[src/hw/rtl/sbms_pkg.sv]
// ----------------------------------------------------------------------------
// sbms_pkg
// Shared types and constants for the saturation bucket max-select block.
// ----------------------------------------------------------------------------
package sbms_pkg;

    localparam int MAX_COLORS      = 32;
    localparam int MAX_DEGREE_ROWS = 64;
    localparam int COUNT_WIDTH     = 16;

    // store is banked by flat index mod MAX_COLORS, so any degree row
    // (at most MAX_COLORS wide) touches each bank at most once
    localparam int NUM_BANKS   = MAX_COLORS;
    localparam int BANK_W      = $clog2(NUM_BANKS);
    localparam int LINES       = MAX_DEGREE_ROWS;
    localparam int LINE_W      = $clog2(LINES);
    localparam int STORE_DEPTH = NUM_BANKS * LINES;
    localparam int IDX_W       = $clog2(STORE_DEPTH);

    localparam int COLOR_W = 5;
    localparam int DEG_W   = 6;
    localparam int NC_W    = 6;
    localparam int NR_W    = 7;
    localparam int CFG_W   = 7;

    localparam int GROUP      = 8;
    localparam int NUM_GROUPS = NUM_BANKS / GROUP;

    localparam logic [COUNT_WIDTH-1:0] CNT_MAX = '1;

    localparam logic OP_INSERT = 1'b0;
    localparam logic OP_QUERY  = 1'b1;

    localparam logic CFG_COLORS = 1'b0;
    localparam logic CFG_ROWS   = 1'b1;

    typedef struct packed {
        logic [COUNT_WIDTH-1:0] cnt;
        logic [BANK_W-1:0]      col;
    } t_cand;

    typedef struct packed {
        logic clr_wr;
        logic capture;
        logic ins_calc;
        logic ins_rd;
        logic ins_wr;
        logic q_init;
        logic q_issue;
        logic flush;
        logic res_hit;
        logic res_miss;
        logic out_load;
    } t_cmd;

    typedef struct packed {
        logic clr_last;
        logic q_empty;
        logic issue_last;
        logic hit;
        logic scan_idle;
        logic out_free;
    } t_sts;

    // larger count wins, ties to the lower color
    function automatic t_cand pick(input t_cand a, input t_cand b);
        if ((a.cnt > b.cnt) || ((a.cnt == b.cnt) && (a.col < b.col))) begin
            return a;
        end
        return b;
    endfunction

endpackage

[src/hw/rtl/sbms_ctrl.sv]
// ----------------------------------------------------------------------------
// sbms_ctrl
// Sequencer: clearing pass, insert read-modify-write, query row scan.
// ----------------------------------------------------------------------------
module sbms_ctrl (
    input  logic           i_clk,
    input  logic           i_rst_n,
    input  logic           i_s_tvalid,
    input  logic           i_opcode,
    output logic           o_s_tready,
    input  sbms_pkg::t_sts i_sts,
    output sbms_pkg::t_cmd o_cmd
);
    import sbms_pkg::*;

    typedef enum logic [2:0] {
        ST_CLEAR,
        ST_IDLE,
        ST_INS_CALC,
        ST_INS_RD,
        ST_INS_WR,
        ST_Q_INIT,
        ST_Q_SCAN,
        ST_Q_OUT
    } t_state;

    t_state r_state, n_state;
    logic   r_s_tready;
    logic   r_issued_all, n_issued_all;

    always_comb begin
        n_state      = r_state;
        n_issued_all = r_issued_all;
        o_cmd        = '0;
        case (r_state)
            ST_CLEAR: begin
                o_cmd.clr_wr = 1'b1;
                if (i_sts.clr_last) begin
                    n_state = ST_IDLE;
                end
            end
            ST_IDLE: begin
                if (i_s_tvalid && r_s_tready) begin
                    o_cmd.capture = 1'b1;
                    n_state = (i_opcode == OP_QUERY) ? ST_Q_INIT : ST_INS_CALC;
                end
            end
            ST_INS_CALC: begin
                o_cmd.ins_calc = 1'b1;
                n_state = ST_INS_RD;
            end
            ST_INS_RD: begin
                o_cmd.ins_rd = 1'b1;
                n_state = ST_INS_WR;
            end
            ST_INS_WR: begin
                o_cmd.ins_wr = 1'b1;
                n_state = ST_IDLE;
            end
            ST_Q_INIT: begin
                if (i_sts.q_empty) begin
                    o_cmd.res_miss = 1'b1;
                    n_state = ST_Q_OUT;
                end else begin
                    o_cmd.q_init = 1'b1;
                    n_issued_all = 1'b0;
                    n_state = ST_Q_SCAN;
                end
            end
            ST_Q_SCAN: begin
                if (i_sts.hit) begin
                    // first row with a nonempty bucket; drop lower rows in flight
                    o_cmd.res_hit = 1'b1;
                    o_cmd.flush   = 1'b1;
                    n_state = ST_Q_OUT;
                end else if (r_issued_all && i_sts.scan_idle) begin
                    o_cmd.res_miss = 1'b1;
                    n_state = ST_Q_OUT;
                end else if (!r_issued_all) begin
                    o_cmd.q_issue = 1'b1;
                    if (i_sts.issue_last) begin
                        n_issued_all = 1'b1;
                    end
                end
            end
            ST_Q_OUT: begin
                if (i_sts.out_free) begin
                    o_cmd.out_load = 1'b1;
                    n_state = ST_IDLE;
                end
            end
            default: begin
                n_state = ST_IDLE;
            end
        endcase
    end

    always_ff @(posedge i_clk) begin
        if (!i_rst_n) begin
            r_state      <= ST_CLEAR;
            r_s_tready   <= 1'b0;
            r_issued_all <= 1'b0;
        end else begin
            r_state      <= n_state;
            r_s_tready   <= (n_state == ST_IDLE);
            r_issued_all <= n_issued_all;
        end
    end

    assign o_s_tready = r_s_tready;

endmodule

[config.mk]
export PLATFORM = sky130hd
export DESIGN_NAME = sbms_ctrl
export DESIGN_NICKNAME = d
export VERILOG_FILES = /design/src/hw/rtl/sbms_pkg.sv /design/src/hw/rtl/sbms_ctrl.sv
export SDC_FILE = /design/constraint.sdc
export NUM_CORES = 1
export LEC_CHECK = 0
export ABC_AREA = 1
export ABC_CLOCK_PERIOD_IN_PS = 1570
export BUFFER_PORTS_ARGS = -buffer_cell sky130_fd_sc_hd__buf_4
export CORE_UTILIZATION = 25
export DETAILED_ROUTE_END_ITERATION = 6
export GPL_TIMING_DRIVEN = 0
export PLACE_DENSITY = 0.51
export REMOVE_ABC_BUFFERS = 1
export SYNTH_ARGS = -nofsm -noshare
export SYNTH_HDL_FRONTEND = slang
export SYNTH_SLANG_ARGS = --single-unit
[constraint.sdc]
create_clock -name i_clk -period 1.57 [get_ports i_clk]
set_input_delay 0.157 -clock i_clk [delete_from_list [all_inputs] [get_ports i_clk]]
set_output_delay 0.157 -clock i_clk [all_outputs]
set_load 0.02 [all_outputs]
After elaboration in Yosys (flattened, before gate mapping)
Cells that the tools add are included.

Flip-flop bits (word level): 5. Input port bits: 10. Output and inout port bits: 12. Word-level logic and storage cells: 52.

Equal/unequal tests: 11. Mux-type cells: 33. Reductions and logical operators: 5.

Operator list (number): case mux 3 bit (8 select lines) (1); two-way mux 1 bit (22); two-way mux 3 bit (7); equality test 3 bit (second input constant) (4); equality test 3 x 1 -> 1 bit (second input constant) (2); equality test 3 x 2 -> 1 bit (second input constant) (2); inequality test 2 bit (second input constant) (3); case mux 1 bit (2 select lines) (2); AND reduction 4 bit (1); logical NOT 3 bit (1); logical AND 1 bit (2); two-way mux 2 bit (1); nonzero test 2 bit (1).

Longest topological paths before layout
Gate-level depths: netlist (run 1).

Word-level depth: 5. Depth in mapped cells: 8. Depth with buffers taken out: 8.

Least setup slack after synthesis (run 1)
Ideal clock, no wire load.

Path kind: flip-flop to flip-flop. Start point: register r_state[1]. End point: register r_s_tready, in the netlist o_s_tready. Setup time: 112 ps. Arrival time: 1318 ps. Required time: 1458 ps. Setup slack: 140 ps. Stages on the path, launching flop included: 6. Buffers on the path: 0. Period minus slack after synthesis: 1430 ps. Cells stage by stage: dfxtp_1 inv_2 nor3_1 nor2_1 nand3_1 nor2_2.

Word-level cells in the longest chain between the ends: 4. Elaborated cells on any way between the ends: 15. Those cells by class: eq/ne (8); mux (6); reduce/logical (1).

RTL lines: start, declared (RTL line sbms_ctrl.sv:27) `t_state r_state, n_state;`; start signal, assigned (RTL line sbms_ctrl.sv:104) `r_state <= n_state;`; two-way mux 3 bit (RTL line sbms_ctrl.sv:76) `end else if (r_issued_all && i_sts.scan_idle) begin`; two-way mux 3 bit (RTL line sbms_ctrl.sv:71) `if (i_sts.hit) begin`; case mux 3 bit (8 select lines) * (RTL line sbms_ctrl.sv:35) `case (r_state)`; equality test 3 x 1 -> 1 bit * (RTL line sbms_ctrl.sv:105) `r_s_tready <= (n_state == ST_IDLE);`; end signal, assigned (RTL line sbms_ctrl.sv:105); end, declared (RTL line sbms_ctrl.sv:28) `logic r_s_tready;`.

Every way passes the cells marked *; elsewhere a longest branch is shown, timed or not. A chain may end at the register's enable or synchronous reset.

==> metrics.csv, run 1 <==
stage;metric;value;unit
outcome;status;finished clean;
sta;slew_headroom;0.834;
cts;cts_sinks;5;
cts;cts_tree;yes;
global_routing;antenna_found_initial;0;
final_layout;seq_area;104;um^2
cts;cts_buffers;3;
cts;clockBufferDepth;2;
routing;wire_per_inst;9.19;um
pwr;power;0.432;mW
final_layout;fill_cells;181;
yosys;syn_inst;69;
routing;vias;492;
critical_path;worstPathCellList;inv_2 -> nor2_1 -> nand3_1 -> o21ai_0 -> buf_4;
sta;worst_pin_slew;247;ps
routing;wirelength;992;um
floorplanning;die_w;43.2;um
cts;cts_setup_buffers;0;
cts;clock_latency;250;ps
floorplanning;die_height;43.2;um
critical_path;worst-r2r-cell-count;6;
critical_path;critPathMaxStageDelay;390;ps
sta;finalHoldViolations;0;
sta;setup_viol;0;
critical_path;start_kind;register;
cts;htreeDepth;1;
floorplanning;core;1540;um^2
job;max_cap_viol_count;0;
floorplanning;die_area;1870;um^2
yosys;synth_warnings;0;
yosys;syn-cell-area;424;um^2
final_layout;drive_above_1_share;0.435;
yosys;ys_seq_area_frac;0.236;
floorplanning;initial_utilization;0.275;
critical_path;arrival;1280;ps
sta;setup_slack;133;ps
global_routing;grt_usage;0.114;
pwr;leakagePower;0.339;nW
hold_path;hp-class;in2reg;
floorplanning;pin_count;22;
final_layout;area_growth;45.7;%
critical_path;critPathRequiredTime;1410;ps
sta;fmax;0.696;GHz
critical_path;rr_startpoint;r_state[2]$_SDFF_PN0_;
sta;slew_viol_final;0;
place;hpwl;810;um
final_layout;final_cell_mix;21 x buf_4, 10 x inv_1, 10 x nor2_1;
hold_path;hold_depth;3;
global_routing;grt_pass1_vias;420;
floorplanning;num_rows;14;
critical_path;timing.rr.end;o_s_tready$_SDFF_PN0_;
sta;finClkSkew;6.09;ps
cts;cts-root-buf;clkbuf_4;
sta;setup_tns;0;ps
critical_path;crit_fanout;6;
place;place.gp.congestion;0.670;
yosys;ys_ff_latch;5;
final_layout;multiInputGateArea;264;um^2
routing;via_per_inst;4.56;
critical_path;end_kind;primary output;
final_layout;final_common_cell;buf_4;
routing;drt-pass1-iter-count;3;
place;dp_slack;259;ps
cts;clkTransAtPathRegs;50;ps
critical_path;worstSetupPathType;reg2out;
yosys;syn_avg_cell_area;6.15;um^2
hold_path;min_to;r_state[1]$_SDFF_PN0_;
critical_path;slowest_stage;dfxtp_2;
sta;period_share;0.915;
final_layout;diodes;0;
yosys;synth_cell_types;18;
pwr;ir_worst_vdd;420;uV
sta;period_needed;1440;ps
hold_path;worstHoldStart;i_rst_n;
global_routing;grt_max_degree;11;
routing;drc_errors;0;
critical_path;rrSetupSlack;390;ps
global_routing;grt_pass1_wl;1560;um
pwr;p_per_area;699;nW/um^2
sta;rsz0062_at_grt;no;
global_routing;overflow;0;
routing;drtAntennaViolNets;0;
routing;drt_iter0_markers;2;
place;numPortBuffers;21;
final_layout;nets;103;
how the worst max path moves through the flow:
stage                            endpoint  slack, ps                  start
finish                           o_cmd[1]        130  r_state[1]$_SDFF_PN0_
global route                     o_cmd[1]         20  r_state[1]$_SDFF_PN0_
CTS                              o_cmd[1]         20  r_state[1]$_SDFF_PN0_
detailed placement  r_state[0]$_SDFF_PN0_        260  r_state[2]$_SDFF_PN0_
global placement    r_state[0]$_SDFF_PN0_        240  r_state[2]$_SDFF_PN0_
floorplan           o_s_tready$_SDFF_PN0_        140  r_state[1]$_SDFF_PN0_
sequential cells by signal (all words and copies together) (netlist names):
| name | cells |
|---|---|
| o_s_tready | 1 |
| r_issued_all | 1 |
| r_state | 3 |
stage by stage:
step           std cells  hold slack, ps  instance area (um^2)   util
6_report             108             159                   618  0.401
5_1_grt              108             159                   618  0.401
4_1_cts              108             159                   614  0.399
3_5_place_dp         104             424                   587  0.381
3_3_place_gp         104             425                   587  0.381
2_1_floorplan         67             289                   409      -
worst max-delay path: cells and delay by family, from the launching register on:
kind | cells | cell delay (ps)
DFF | 1 | 390
buffers and inverters | 2 | 240
and+or+nand+nor | 2 | 230
AOI/OAI and AO/OA | 1 | 160
cell usage after synthesis:
cell,count,area share
inv_1,10,0.089
nor2_1,10,0.089
nand2_1,9,0.080
nand3_1,8,0.094
dfxtp_1,5,0.24
a21oi_1,3,0.035
nand2_2,3,0.044
nor3_1,3,0.035
o21ai_0,3,0.035
buf_4,2,0.035
inv_2,2,0.018
nand4_1,2,0.029
nor2_2,2,0.029
nor2_4,2,0.053
o21ai_1,2,0.024
nand2_4,1,0.027
nand3_2,1,0.024
nor3_2,1,0.024
logic make-up (layout without fill, tap and decap cells):
group                  after synthesis  count (layout)  share of synthesized area
AOI/OAI and AO/OA                    8               8                     0.0944
buffers and inverters               14              37                      0.142
and+or+nand+nor                     42              42                      0.528
DFF                                  5               5                      0.236
layer usage:
layer,share of wire,track usage
met1,0.49,0.141
met5,0,0
met3,0.042,0.0255
met4,0.013,0.0909
met2,0.45,0.167
layout make-up:
class	instances	area share
Clock inverter	1	0.00810
Inverter	12	0.0729
Tap cell	16	0.0324
Multi-Input combinational cell	50	0.427
Clock buffer	3	0.0364
Timing Repair Buffer	21	0.255
Sequential cell	5	0.168
repair_timing:
| item | 4_1_cts | 5_1_grt |
|---|---|---|
| hold buffers | 0 | 0 |
| endpoints found under the setup margin | 0 | 4 |
| resized for setup | 0 | 3 |
| endpoints found under the hold margin | 0 | 0 |
power breakdown:
group          internal, mW  total (mW)  switching (mW)
clock network        0.0924       0.150          0.0576
registers             0.138       0.152          0.0135
logic                0.0541       0.131          0.0765
total                 0.285       0.432           0.148
(Power assumes the default switching activity.)
==> inputs of run 2 (changes only) <==
--- a/config.mk
+++ b/config.mk
@@ -9,7 +9,7 @@
 export ABC_CLOCK_PERIOD_IN_PS = 1570
-export BUFFER_PORTS_ARGS = -buffer_cell sky130_fd_sc_hd__buf_4
 export CORE_UTILIZATION = 25
 export DETAILED_ROUTE_END_ITERATION = 6
+export DONT_BUFFER_PORTS = 1
 export GPL_TIMING_DRIVEN = 0
-export PLACE_DENSITY = 0.51
+export PLACE_DENSITY = 0.4
 export REMOVE_ABC_BUFFERS = 1
--- a/constraint.sdc
+++ b/constraint.sdc
@@ -3,2 +3,2 @@
 set_output_delay 0.157 -clock i_clk [all_outputs]
-set_load 0.02 [all_outputs]
+set_load 0.005 [all_outputs]
==> run 2 against run 1 <==
Compared with the run above: first-iteration DRC count is the same; design area shrank 26%; sequential cell count is the same; count of clock-buffer cells in the layout grew 1; total power shrank 13%; hold slack lost 96 ps; clock power shrank 4%; critical path type unchanged.
==> metrics.csv, run 2 (synthesis results as in run 1) <==
stage;metric;value;unit;change
routing;drt_iter0_markers;2;;unchanged
cts;cts-root-buf;clkbuf_4;;
sta;slew_viol_final;0;;unchanged
global_routing;top_usage_layer;met2;;
place;place_area;429;um^2;-27%
critical_path;crit_path_start;r_state[1]$_SDFF_PN0_;;
routing;drtAntennaViolNets;0;;unchanged
cts;htreeDepth;1;;unchanged
sta;slew_headroom;0.745;;-0.0892
outcome;status;finished clean;;
sta;finClkSkew;0.733;ps;-5.35 ps
global_routing;antenna_found_initial;0;;unchanged
cts;clock_latency;240;ps;about the same
cts;clockBufferDepth;2;;unchanged
critical_path;critPathRequiredTime;1410;ps;about the same
place;dp_slack;225;ps;-34.4 ps
job;max_cap_viol_count;0;;unchanged
final_layout;multiInputGateArea;264;um^2;unchanged
sta;setup_viol;0;;unchanged
routing;drc_errors;0;;unchanged
critical_path;arrival;1280;ps;about the same
cts;cts.repair.resized;0;;unchanged
final_layout;final_cell_mix;10 x inv_1, 10 x nor2_1, 9 x nand2_1;;
sta;fmax;0.694;GHz;-0.25%
floorplanning;initial_utilization;0.275;;unchanged
pwr;leakagePower;0.228;nW;-33%
cts;cts_tree;yes;;
place;hpwl;817;um;+0.90%
sta;rsz0062_at_grt;no;;
global_routing;use_met3;0.0255;;unchanged
cts;hold_buffers;0;;unchanged
sta;period_share;0.917;;+0.00227
floorplanning;die_area;1870;um^2;unchanged
routing;via_per_inst;4.83;;+6.0%
final_layout;fill_cells;180;;-0.55%
routing;wirelength;1020;um;+3.1%
critical_path;rr_startpoint;r_state[2]$_SDFF_PN0_;;
global_routing;grt_pass1_vias;387;;-7.9%
floorplanning;num_rows;14;;unchanged
cts;cts_buffers;3;;unchanged
critical_path;start_kind;register;;
cts;cts_setup_buffers;0;;unchanged
final_layout;finish.instance_area;455;um^2;-26%
sta;worst_pin_slew;382;ps;+135 ps
sta;finalHoldViolations;0;;unchanged
global_routing;grt_pass1_wl;1590;um;+1.8%
routing;wire_per_inst;11.8;um;+28%
floorplanning;die_height;43.2;um;unchanged
routing;drt-pass1-iter-count;3;;unchanged
floorplanning;die_w;43.2;um;unchanged
sta;setup_slack;130;ps;-3.56 ps
critical_path;end_kind;primary output;;
final_layout;area_growth;7.37;%;
global_routing;gr-usage-met2;0.167;;unchanged
pwr;ir_worst_vdd;250;uV;-41%
final_layout;largest_reg_flops;3;;unchanged
sta;setup_tns;0;ps;unchanged
global_routing;grt_max_degree;11;;unchanged
global_routing;overflow;0;;unchanged
global_routing;grtUsageMet1;0.150;;+0.00921
final_layout;regMostFlops;r_state;;
cts;cts_sinks;5;;unchanged
final_layout;diodes;0;;unchanged
cts;clkTransAtPathRegs;40;ps;about the same
final_layout;seq_area;100;um^2;-3.6%
routing;vias;420;;-15%
final_layout;nets;82;;-20%
hold_path;hp-class;in2reg;;
floorplanning;pin_count;22;;unchanged
hold_path;worstHoldStart;i_rst_n;;
floorplanning;core;1540;um^2;unchanged
sta;period_needed;1440;ps;+3.56 ps
global_routing;grt_usage;0.117;;+0.00300
place;numPortBuffers;0;;-100%
sta;holdWs;62.5;ps;-96.2 ps
final_layout;drive_above_1_share;0.211;;-0.224
critical_path;crit_fanout;6;;unchanged
pwr;p_per_area;824;nW/um^2;+18%
critical_path;worstSetupPathType;reg2out;;
place;place.gp.congestion;0.692;;+3.2%
==> run 2: cell types whose count changed in the layout (fill, tap and decap cells not counted) <==
cell and change:
clkbuf_1 +1, clkinv_2 -1, dfxtp_1 +3, dfxtp_2 -3, buf_4 -21
==> run 2: final timing paths <==
path | endpoint | slack (ps) | cells past startpoint
setup / recovery | o_cmd[1] | 130 | 4
hold / removal | r_state[1]$_SDFF_PN0_ | 60 | 2
setup reg to reg | o_s_tready$_SDFF_PN0_ | 200 | 6
hold reg to reg | r_issued_all$_SDFFE_PN0P_ | 470 | 2
==> run 2: power breakdown <==
group / total [mW] / leakage (nW) / internal [mW] / switching (mW)
logic: 0.0796 / 0.172 / 0.0258 / 0.0538
clock network: 0.144 / 0.0150 / 0.0958 / 0.0486
registers: 0.151 / 0.0409 / 0.137 / 0.0141
==> run 2: stage by stage <==
step	util	instances	power [mW]
final	0.295	87	0.375
after global routing	0.295	87	0.402
after CTS	0.295	87	0.382
after detailed placement	0.278	83	0.234
after global placement	0.278	83	0.235
after floorplan	-	67	0.219
==> run 2: final cells by class <==
cell class | instances | area share
Clock buffer | 4 | 0.0577
Tap cell | 16 | 0.0440
Multi-Input combinational cell | 50 | 0.580
Sequential cell | 5 | 0.220
Inverter | 12 | 0.0989
==> run 2: metal layers <==
layer,part of all wire,routed length [um]
met5,0,0
met1,0.48,496
met3,0.076,78
met4,0.013,13
met2,0.43,435
==> run 2: critical path, cell delays in order, from the launching register on <==
cell     delay, ps
dfxtp_1        470
inv_2          110
nor2_1         140
nand3_1        100
o21ai_0        220
==> inputs of run 3 (changes only) <==
Settings changed: ABC_AREA 1 to default.
==> run 3 against run 2 <==
Compared with the run above: the run now ends with DRC left; routed wire length decreased by 7.2%; total power increased by 10%; core utilization decreased by 1.3 points; critical path type unchanged; critical endpoint unchanged; highest routed layer unchanged.
==> metrics.csv, run 3 <==
stage;metric;value;unit;change
routing;vias;338;;-20%
critical_path;critPathRequiredTime;1410;ps;about the same
final_layout;seq_area;104;um^2;+3.8%
final_layout;final_common_cell;a21oi_1;;
yosys;ys_seq_area_frac;0.250;;+0.0140
sta;period_needed;1330;ps;-105 ps
routing;drt-pass1-iter-count;7;;+4
pwr;internal_power;0.282;mW;+8.9%
yosys;ys_ff_latch;5;;unchanged
floorplanning;num_rows;14;;unchanged
hold_path;worstHoldStart;i_rst_n;;
critical_path;crit_fanout;16;;+10
final_layout;diodes;0;;unchanged
final_layout;drive_above_1_share;0.188;;-0.0238
critical_path;worstSetupPathType;reg2out;;
critical_path;start_kind;register;;
cts;hold_buffers;0;;unchanged
sta;period_share;0.850;;-0.0671
sta;slew_viol_final;0;;unchanged
job;max_cap_viol_count;0;;unchanged
critical_path;critPathMaxStageDelay;490;ps;+20 ps
pwr;switching_power;0.133;mW;+14%
pwr;clockPowerShare;0.377;;-0.008
global_routing;grt_pass1_wl;1550;um;-2.2%
critical_path;crit_path_start;r_state[0]$_SDFF_PN0_;;
pwr;leakagePower;0.170;nW;-25%
final_layout;regMostFlops;r_state;;
routing;wirelength;949;um;-7.2%
yosys;yosys-top-cells-area;dfxtp_1 25%, buf_4 7.5%, a21oi_1 6.3%;;
sta;fmax;0.749;GHz;+7.9%
place;place_area;390;um^2;-9.0%
cts;clock_latency;250;ps;about the same
outcome;violations;DRC;;
floorplanning;pin_count;22;;unchanged
final_layout;finish.instance_area;425;um^2;-6.6%
yosys;yosys.area.top_type;dfxtp_1;;
routing;drtAntennaViolNets;0;;unchanged
sta;setup_tns;0;ps;unchanged
place;place.gp.congestion;0.674;;-2.6%
pwr;p_per_area;974;nW/um^2;+18%
yosys;synth_warnings;0;;unchanged
yosys;syn_avg_cell_area;8.34;um^2;+36%
cts;cts-root-buf;clkbuf_4;;
sta;finClkSkew;6.66;ps;+5.92 ps
sta;rsz0062_at_grt;no;;
cts;clkTransAtPathRegs;50;ps;about the same
floorplanning;die_area;1770;um^2;-5.3%
routing;drt_iter0_markers;8;;+6
cts;clockBufferDepth;2;;unchanged
place;numPortBuffers;0;;unchanged
sta;finalHoldViolations;0;;unchanged
pwr;switching_share;0.320;;+0.00939
sta;holdWs;21.7;ps;-40.8 ps
yosys;ys_top_cells_by_count;5 x a21oi_1, 5 x dfxtp_1, 4 x buf_4, 4 x nor3_1, 3 x nor3b_1;;
yosys;syn-cell-area;400;um^2;-5.6%
global_routing;grt_max_degree;17;;+6
final_layout;largest_reg_flops;3;;unchanged
critical_path;rr_startpoint;r_state[0]$_SDFF_PN0_;;
global_routing;grt_pass1_vias;338;;-13%
yosys;synth_edf_count;0;;unchanged
cts;cts_buffers;3;;unchanged
global_routing;grt_usage;0.122;;+0.00457
yosys;synthArstFlopShare;0;;unchanged
outcome;status;finished, violations left;;
routing;wire_per_inst;14.8;um;+26%
pwr;power;0.414;mW;+10%
pwr;p_comb_frac;0.180;;-0.032
pwr;seqPwrFrac;0.443;;+0.040
sta;slew_headroom;0.802;;+0.0573
floorplanning;core;1510;um^2;-2.3%
critical_path;end_kind;primary output;;
critical_path;slowest_stage;dfxtp_2;;
pwr;ir_worst_vdd;386;uV;+55%
critical_path;arrival;1180;ps;-100 ps
hold_path;hp-class;in2reg;;
yosys;dominantRegCellSynth;dfxtp_1;;
routing;via_per_inst;5.28;;+9.4%
floorplanning;die_height;42.0;um;-2.7%
final_layout;multiInputGateArea;268;um^2;+1.4%
sta;worst_pin_slew;295;ps;-87.7 ps
sta;setup_slack;235;ps;+105 ps
final_layout;nets;59;;-28%
final_layout;area_growth;6.25;%;
global_routing;antenna_found_initial;0;;unchanged
final_layout;final_cell_mix;5 x a21oi_1, 4 x nor3_1, 3 x clkbuf_4, 3 x dfxtp_2;;
yosys;synth_cell_types;27;;+9
cts;htreeDepth;1;;unchanged
cts;cts_tree;yes;;
floorplanning;initial_utilization;0.266;;-0.00938
critical_path;worstPathCellList;nand2b_1 -> o22ai_1 -> and2_1;;
sta;setup_viol;0;;unchanged
routing;drc_errors;1;;+1
final_layout;fill_cells;170;;-5.6%
global_routing;overflow;0;;unchanged
yosys;syn_inst;48;;-30%
cts;cts_sinks;5;;unchanged
place;dp_slack;123;ps;-102 ps
floorplanning;die_w;42.0;um;-2.7%
yosys;post-synth-top-area-fraction;0.250;;+0.0140
run 3: cell types whose count changed after synthesis, sizes merged, moves of 2 or more:
cell	change
buf	+2
inv	-10
o21ai	-4
a21oi	+2
nand3	-9
and2	+2
nand2b	+2
nor3b	+3
nor2	-12
and4bb	+2
o21a	+2
nand4	-2
nand2	-12
run 3: path summary, 6_finish.rpt:
path	endpoint	slack, ps	cells past startpoint
hold / removal	r_state[2]$_SDFF_PN0_	20	1
setup / recovery	o_cmd[1]	240	3
setup reg to reg	r_state[0]$_SDFF_PN0_	290	3
hold reg to reg	r_issued_all$_SDFFE_PN0P_	570	2
run 3: layout make-up:
type,count,area share
multi-input combinational,37,0.629
sequential,5,0.244
clock buffer,4,0.0618
tap,16,0.0471
inverter,2,0.0176
run 3: critical path, delay by kind of cell (launching register included):
family	cells	cell delay (ps)
flops	1	490
simple gates	2	310
compound gates	1	130
run 3: metal layers:
metal / GRT usage / part of all wire / vias to the layer above / wire length, um
met5: 0 / 0 / - / 0
met4: 0.0938 / 0.013 / 0 / 12
met3: 0.0431 / 0.061 / 2 / 58
met2: 0.166 / 0.45 / 12 / 431
met1: 0.155 / 0.47 / 147 / 447
li1: - / - / 177 / -
run 3: timing repair:
action,CTS,global route
resized for setup,0,4
setup endpoints to repair,0,4
setup buffers,0,0
run 3: kinds of logic after synthesis:
kind of cell	after synthesis	share of synthesized area
AOI/OAI and AO/OA	14	0.241
xor gates and xnor gates	1	0.0219
buffers and inverters	6	0.0938
DFF	5	0.250
and+or+nand+nor	22	0.394
run 3: power by group through the flow:
| stage | Clock, mW | Combinational [mW] | Sequential, mW |
|---|---|---|---|
| floorplan | 0 | 0.0664 | 0.170 |
| global placement | 0 | 0.0756 | 0.183 |
| detailed placement | 0 | 0.0758 | 0.182 |
| CTS | 0.163 | 0.0764 | 0.179 |
| global route | 0.178 | 0.0853 | 0.188 |
| finish | 0.156 | 0.0745 | 0.184 |
run 3: through the flow:
stage           util  cells
2_1_floorplan      -     44
3_3_place_gp   0.259     60
3_5_place_dp   0.259     60
4_1_cts        0.277     64
5_1_grt        0.282     64
6_report       0.282     64
